**src/hdl/lj_pkg.sv**
```systemverilog
package lj_pkg;

  localparam int DIST_W    = 24;
  localparam int CFG_W     = 24;
  localparam int ENERGY_W  = 48;
  localparam int POW_W     = 48;
  localparam int MAG_W     = 49;
  localparam int CFG_IDX_W = 1;

  typedef enum logic [1:0] {
    ST_OK   = 2'd0,
    ST_SAT  = 2'd1,
    ST_ZERO = 2'd2
  } status_t;

  typedef enum logic [CFG_IDX_W-1:0] {
    REG_WELL_DISTANCE = 1'b0,
    REG_WELL_DEPTH    = 1'b1
  } cfg_idx_t;

  localparam logic [CFG_W-1:0] CFG_RESET = 24'h010000;

  localparam logic signed [ENERGY_W-1:0] ENERGY_MAX = {1'b0, {(ENERGY_W-1){1'b1}}};
  localparam logic signed [ENERGY_W-1:0] ENERGY_MIN = {1'b1, {(ENERGY_W-1){1'b0}}};

  // Flags that travel alongside the arithmetic of one transaction.
  typedef struct packed {
    logic vld;
    logic zero;
    logic ovf;
    logic neg;
  } side_t;

endpackage

```
**src/hdl/lj_div.sv**
```systemverilog
// Restoring divider, one quotient bit per pipeline stage.
// Quotient = (rmin << FRAC_BITS) / divisor.
module lj_div #(
  parameter int FRAC_BITS = 16
) (
  input  logic                                  clk,
  input  logic                                  en,
  input  logic [lj_pkg::DIST_W-1:0]             divisor,
  input  logic [lj_pkg::CFG_W-1:0]              rmin,
  output logic [lj_pkg::CFG_W+FRAC_BITS-1:0]    quot
);

  localparam int NW = lj_pkg::CFG_W + FRAC_BITS;
  localparam int RW = lj_pkg::DIST_W;

  logic [RW-1:0] rem_r [NW-1];
  logic [RW-1:0] d_r   [NW-1];
  logic [NW-1:0] quo_r [NW];

  for (genvar k = 0; k < NW; k++) begin : g_stage
    localparam int BI = NW - 1 - k;

    logic [RW-1:0] rem_in;
    logic [RW-1:0] d_in;
    logic [NW-1:0] quo_in;
    logic          dbit;
    logic [RW:0]   trial;
    logic [RW:0]   trial_sub;
    logic          take;

    if (k == 0) begin : g_first
      assign rem_in = '0;
      assign d_in   = divisor;
      assign quo_in = '0;
    end else begin : g_next
      assign rem_in = rem_r[k-1];
      assign d_in   = d_r[k-1];
      assign quo_in = quo_r[k-1];
    end

    // The dividend is rmin shifted left, so its low FRAC_BITS bits are zero.
    if (BI >= FRAC_BITS) begin : g_dbit
      assign dbit = rmin[BI-FRAC_BITS];
    end else begin : g_zbit
      assign dbit = 1'b0;
    end

    assign trial     = {rem_in, dbit};
    assign trial_sub = trial - {1'b0, d_in};
    assign take      = (trial >= {1'b0, d_in});

    always_ff @(posedge clk) begin
      if (en) begin
        quo_r[k] <= {quo_in[NW-2:0], take};
      end
    end

    if (k < NW - 1) begin : g_carry
      always_ff @(posedge clk) begin
        if (en) begin
          rem_r[k] <= take ? trial_sub[RW-1:0] : trial[RW-1:0];
          d_r[k]   <= d_in;
        end
      end
    end
  end

  assign quot = quo_r[NW-1];

endmodule

```
**config.mk**
```make
export PLATFORM = sky130hd
export DESIGN_NAME = lj_div
export DESIGN_NICKNAME = d
export VERILOG_FILES = /design/src/hdl/lj_pkg.sv /design/src/hdl/lj_div.sv
export SDC_FILE = /design/constraint.sdc
export NUM_CORES = 2
export LEC_CHECK = 0
export ABC_CLOCK_PERIOD_IN_PS = 4400
export CAP_MARGIN = 20
export CORE_AREA = 2 2 506 608
export DETAILED_ROUTE_END_ITERATION = 10
export DIE_AREA = 0 0 508 610
export DONT_BUFFER_PORTS = 1
export GPL_TIMING_DRIVEN = 0
export HOLD_SLACK_MARGIN = 0.12
export REMOVE_ABC_BUFFERS = 1
export SYNTH_ARGS = -nofsm -noshare
export SYNTH_HDL_FRONTEND = slang
export SYNTH_SLANG_ARGS = --single-unit
```
**constraint.sdc**
```tcl
create_clock -name clk -period 4.4 [get_ports clk]
set_clock_uncertainty 0.05 [all_clocks]
set_input_delay 0.66 -clock clk [delete_from_list [all_inputs] [get_ports clk]]
set_output_delay 0.66 -clock clk [all_outputs]
set_load 0.1 [all_outputs]
```
## Yosys cells after proc, flatten, opt, wreduce, memory -nomap -nowiden

Memory sizes are Yosys's and may differ from the RTL's.
Cells that the tools add are included.
W data, S select, Z words.

| cells by class | value |
|---|---|
| add/subtract/negate cells | 39 |
| multipliers | 0 |
| divide/modulo/power cells | 0 |
| $lt $le $gt $ge | 40 |
| eq/ne operators | 0 |
| shift-type cells | 0 |
| muxes and demuxes | 41 |
| bitwise gates (word level) | 0 |
| reduce and logical (&&, ||, !) cells | 0 |

Operator list:

| kind | count |
|---|---|
| $ge A25 B24 Y1 | 39 |
| $mux W24 | 39 |
| $sub A24 B24 Y24 | 38 |
| $ge A1 B24 Y1 | 1 |
| $sub A1 B24 Y24 | 1 |
| $mux W1 | 2 |

| word-level totals | value |
|---|---|
| register bits | 0 |
| bits in latches | 0 |
| memory bits (writable) | 3472 |
| bits in read-only memories | 0 |
| bits of input ports | 50 |
| output and inout port bits | 40 |
| memories | 3 |

Memory list:

| memory | words | bits a word | read ports | clocked after memory_dff | write ports | line | RTL |
|---|---|---|---|---|---|---|---|
| quo_r | 40 | 40 | 40 | 0 | 40 | lj_div.sv:18 | `logic [NW-1:0] quo_r [NW];` |
| d_r | 39 | 24 | 39 | 0 | 39 | lj_div.sv:17 | `logic [RW-1:0] d_r [NW-1];` |
| rem_r | 39 | 24 | 39 | 0 | 39 | lj_div.sv:16 | `logic [RW-1:0] rem_r [NW-1];` |

## Depth between registers and ports, before layout

An unclocked memory read counts as a cell.

| depth | value |
|---|---|
| depth in word-level cells | 3 |
| depth in mapped cells | 16 |
| mapped depth without buffers | 14 |

## Least setup slack after synthesis

OpenSTA, ideal clock, no wires.

| timing path | value |
|---|---|
| kind | in2reg |
| start point | input rmin[16] in the netlist's numbering |
| end point | memory rem_r[0][184] in the netlist's numbering (data pin) |
| arrival time | 3.560 ns |
| data required time | 4.088 ns |
| path slack | 0.528 ns |
| cell stages on the path | 14 |
| buffers on the path | 1 |
| cell sequence | inv_1 -> ha_1 -> nor2b_1 -> o31a_1 -> o31a_1 -> o41a_1 -> a31oi_1 -> a211o_1 -> o21bai_1 -> a21oi_2 -> a211oi_1 -> a2111oi_4 -> buf_6 -> mux2_1 |

RTL lines:

| item | line | RTL |
|---|---|---|
| from (decl) | lj_div.sv:9 | `input logic [lj_pkg::CFG_W-1:0] rmin,` |
| to (decl) | lj_div.sv:16 |  |

==> run metrics <==
Power, Total=around 110 mW; Crit Path Category=reg -> reg; DIE AREA=just over 300000 sq um; total routed wirelength=296000 um; pwr/cell area=roughly 750 nW/um^2; # placed instances=about 15000; FFs w/ async S/R, synth=0%; Iteration-0 DRC Markers=6172; Area growth syn-to-layout=11.9%; Syn Area/Cell=~12 sq um; Rows=222; GR Util met2=around a third; Distinct cells, synth=88; # IOs=90; GRT Util Overall=a little under a fifth; RSZ-0062 raised after global routing=no; Worst-Skew Late Latency=around 0.87 ns; Final setup viols=0; Setup crit start kind=flop; Worst Path Arrival=~4.8 ns; met3 Usage GRT=between 2 and 3%; worst slew pin tran=1.51 ns; largest net degree at the start of global routing=between 300 and 400; Tcrit/Tclk final=a little over nine tenths; WP data required=a little under 5 ns; LEAKAGE=just over 60 nW; Post-synth top flop=edfxtp_1; CTS tree=done; clk buf depth=4; total CTS buffers=about 300; largest family of logic cells by synthesized area=compound AO/OA/AOI/OAI gates; Root Driver=clkbuf_16; post-synthesis compound-gate area fraction=a little under an eighth; number of synthesized register bits=roughly 2700; Reg clk slew, reported paths=roughly 0.06 ns; post-layout min period=4.22 ns; simple-gate portion of the synthesized area=approximately 7.7%; grt met1 use=between 20% and 30%; failing checks=max-slew violations; GP Congestion=a little under 0.9; placed instance area=142000 sq um; Max FO, Critical Path=22; initial antenna violation count=9; die height=between 600 and 700 um; Core Area=approximately 300000 sq um; Synth Area in Adders=9.16%; XOR/XNOR Fraction of Synth Area=approximately 4.7%; hpwl dp=approximately 210000 um; Layout Nets=around 12000; Synth Cell Area=around 140000 sq um; synth cell count leaders=edfxtp_1 (2692), inv_1 (1177), ha_1 (937); first-pass GRT wire length=464000 um; peak supply drop=0.360 mV; Final Non-Filler Cells=roughly 16000; maximum clock frequency=about 0.24 GHz; layout cell share with drive strength beyond 1=a little under 9%; total grt overflow=0; depth of the CTS H-tree=5; vias in the first global route=85100; Mapped Cells=about 11000; most numerous cell in the Yosys netlist=edfxtp_1; clock sink total=roughly 2700; max cap viols=0; # DRC=0; status=finished, violations left; multiplexer area fraction after synthesis=3.36%; Slew Limit Fails=27; via/cell ratio=about 5.4; cell taking the most area after synthesis=edfxtp_1; HP Class=in -> reg; sequential share of the synthesized area=between 50% and 60%; vias=around 84000; final instance area=~150000 sq um; Die X=between 500 and 600 um; Synth area leaders=edfxtp_1 (59%), ha_1 (8.6%), inv_1 (3.2%); CP endpoint kind=flop; Avg WL per Cell=roughly 19 um; GRT busiest layer=met2; drt first pass iters=8; EDFF count, synth=~2700; top cell type's share of synthesized area=between 50% and 60%; final hold violations=0; Max-slew headroom=-0.726%; Starting Density=44.8%; I/O Buffers=0; Layout fillers=around 26000; Syn. warnings=0; Routed Antenna Nets=0
## state kept, by name, indices dropped and copies added (netlist names)
register and cells:
d_r 936, quo_r 820, rem_r 936
## final cells by class
class / count / area (sq um) / share of cell area, %
diodes: 6 / 15.0 / 0.00984
clock buffers: 365 / 7860 / 5.15
clock inverters: 157 / 1710 / 1.12
multi-input cells: 6955 / 50800 / 33.3
repair buffers: 138 / 1910 / 1.25
well taps: 4032 / 5040 / 3.31
inverters: 1177 / 4420 / 2.89
flip-flops and latches: 2692 / 80800 / 53.0
## power breakdown
part	switching [mW]	internal (mW)
clock	10.0	14.7
sequential	3.83	37.3
combinational	26.9	21.6
## worst max-delay path, cell delays in order, from the launching register on
cell	delay (ns)
edfxtp_1	0.45
inv_1	0.09
ha_1	0.23
nor2b_1	0.14
o21a_1	0.18
o21ai_0	0.26
a21oi_1	0.17
o41a_1	0.41
a2111oi_2	0.47
o21bai_1	0.35
o41a_1	0.25
buf_4	0.14
o2bb2ai_4	0.27
inv_1	0.17
mux2_2	0.31
## metrics by stage
stage	hold slack (ns)	worst slack (ns)	utilization [%]	setup TNS [ns]
after floorplan	0.350	-0.932	-	-45.43
after global placement	0.350	-3.91	46.2	-970.09
after detailed placement	0.355	-0.730	46.6	-190.91
after CTS	0.121	0.00175	50.0	0
after global routing	0.156	0.00380	50.2	0
final	0.198	0.185	50.2	0
## metal layers
metal	vias up	part of all wire [%]	wire length (um)
met5	-	0.016	48
met4	6	3.8	11400
met2	1593	53	157000
li1	41000	-	-
met1	40900	40	117000
met3	610	3.7	11100
## layout by cell type, fill, tap and decap left out, types with 80 or more instances in the layout
cell type / n
edfxtp_1: 2692
inv_1: 1177
ha_1: 937
a21oi_1: 750
nand2_1: 735
o21ai_0: 708
nor2_1: 538
xnor2_1: 415
mux2_2: 358
a21o_1: 356
xor2_1: 314
clkbuf_16: 306
nand3_1: 140
nor2b_1: 134
nor3_1: 129
nand2b_1: 127
nand4_1: 126
o21a_1: 118
o21bai_1: 80
## cells by family after synthesis
| logic type | after synthesis |
|---|---|
| DFF | 2692 |
| buffers and inverters | 1376 |
| muxes | 411 |
| xor gates and xnor gates | 729 |
| AOI/OAI and AO/OA | 2613 |
| adders and majority gates | 975 |
| and+or+nand+nor | 2219 |
## path summary, 6_finish.rpt
check,depth (start not counted),from,slack [ns],end
max,14,d_r[2][73],0.18,rem_r[2][118]
min,3,rmin[17],0.20,rem_r[0][144]
max reg2reg,14,d_r[2][73],0.18,rem_r[2][118]
min reg2reg,0,quo_r[4][23],0.32,quo_r[4][64]
## what timing repair did
item / CTS / global route
resized for setup: 23 / 41
hold buffers: 48 / 2
endpoints found under the setup margin: 240 / 559
setup buffers: 7 / 28
pin swaps: 6 / 13
hold endpoints to repair: 181 / 26
gates cloned: 3 / 6
Note: power is estimated with default switching activity, not from simulation.
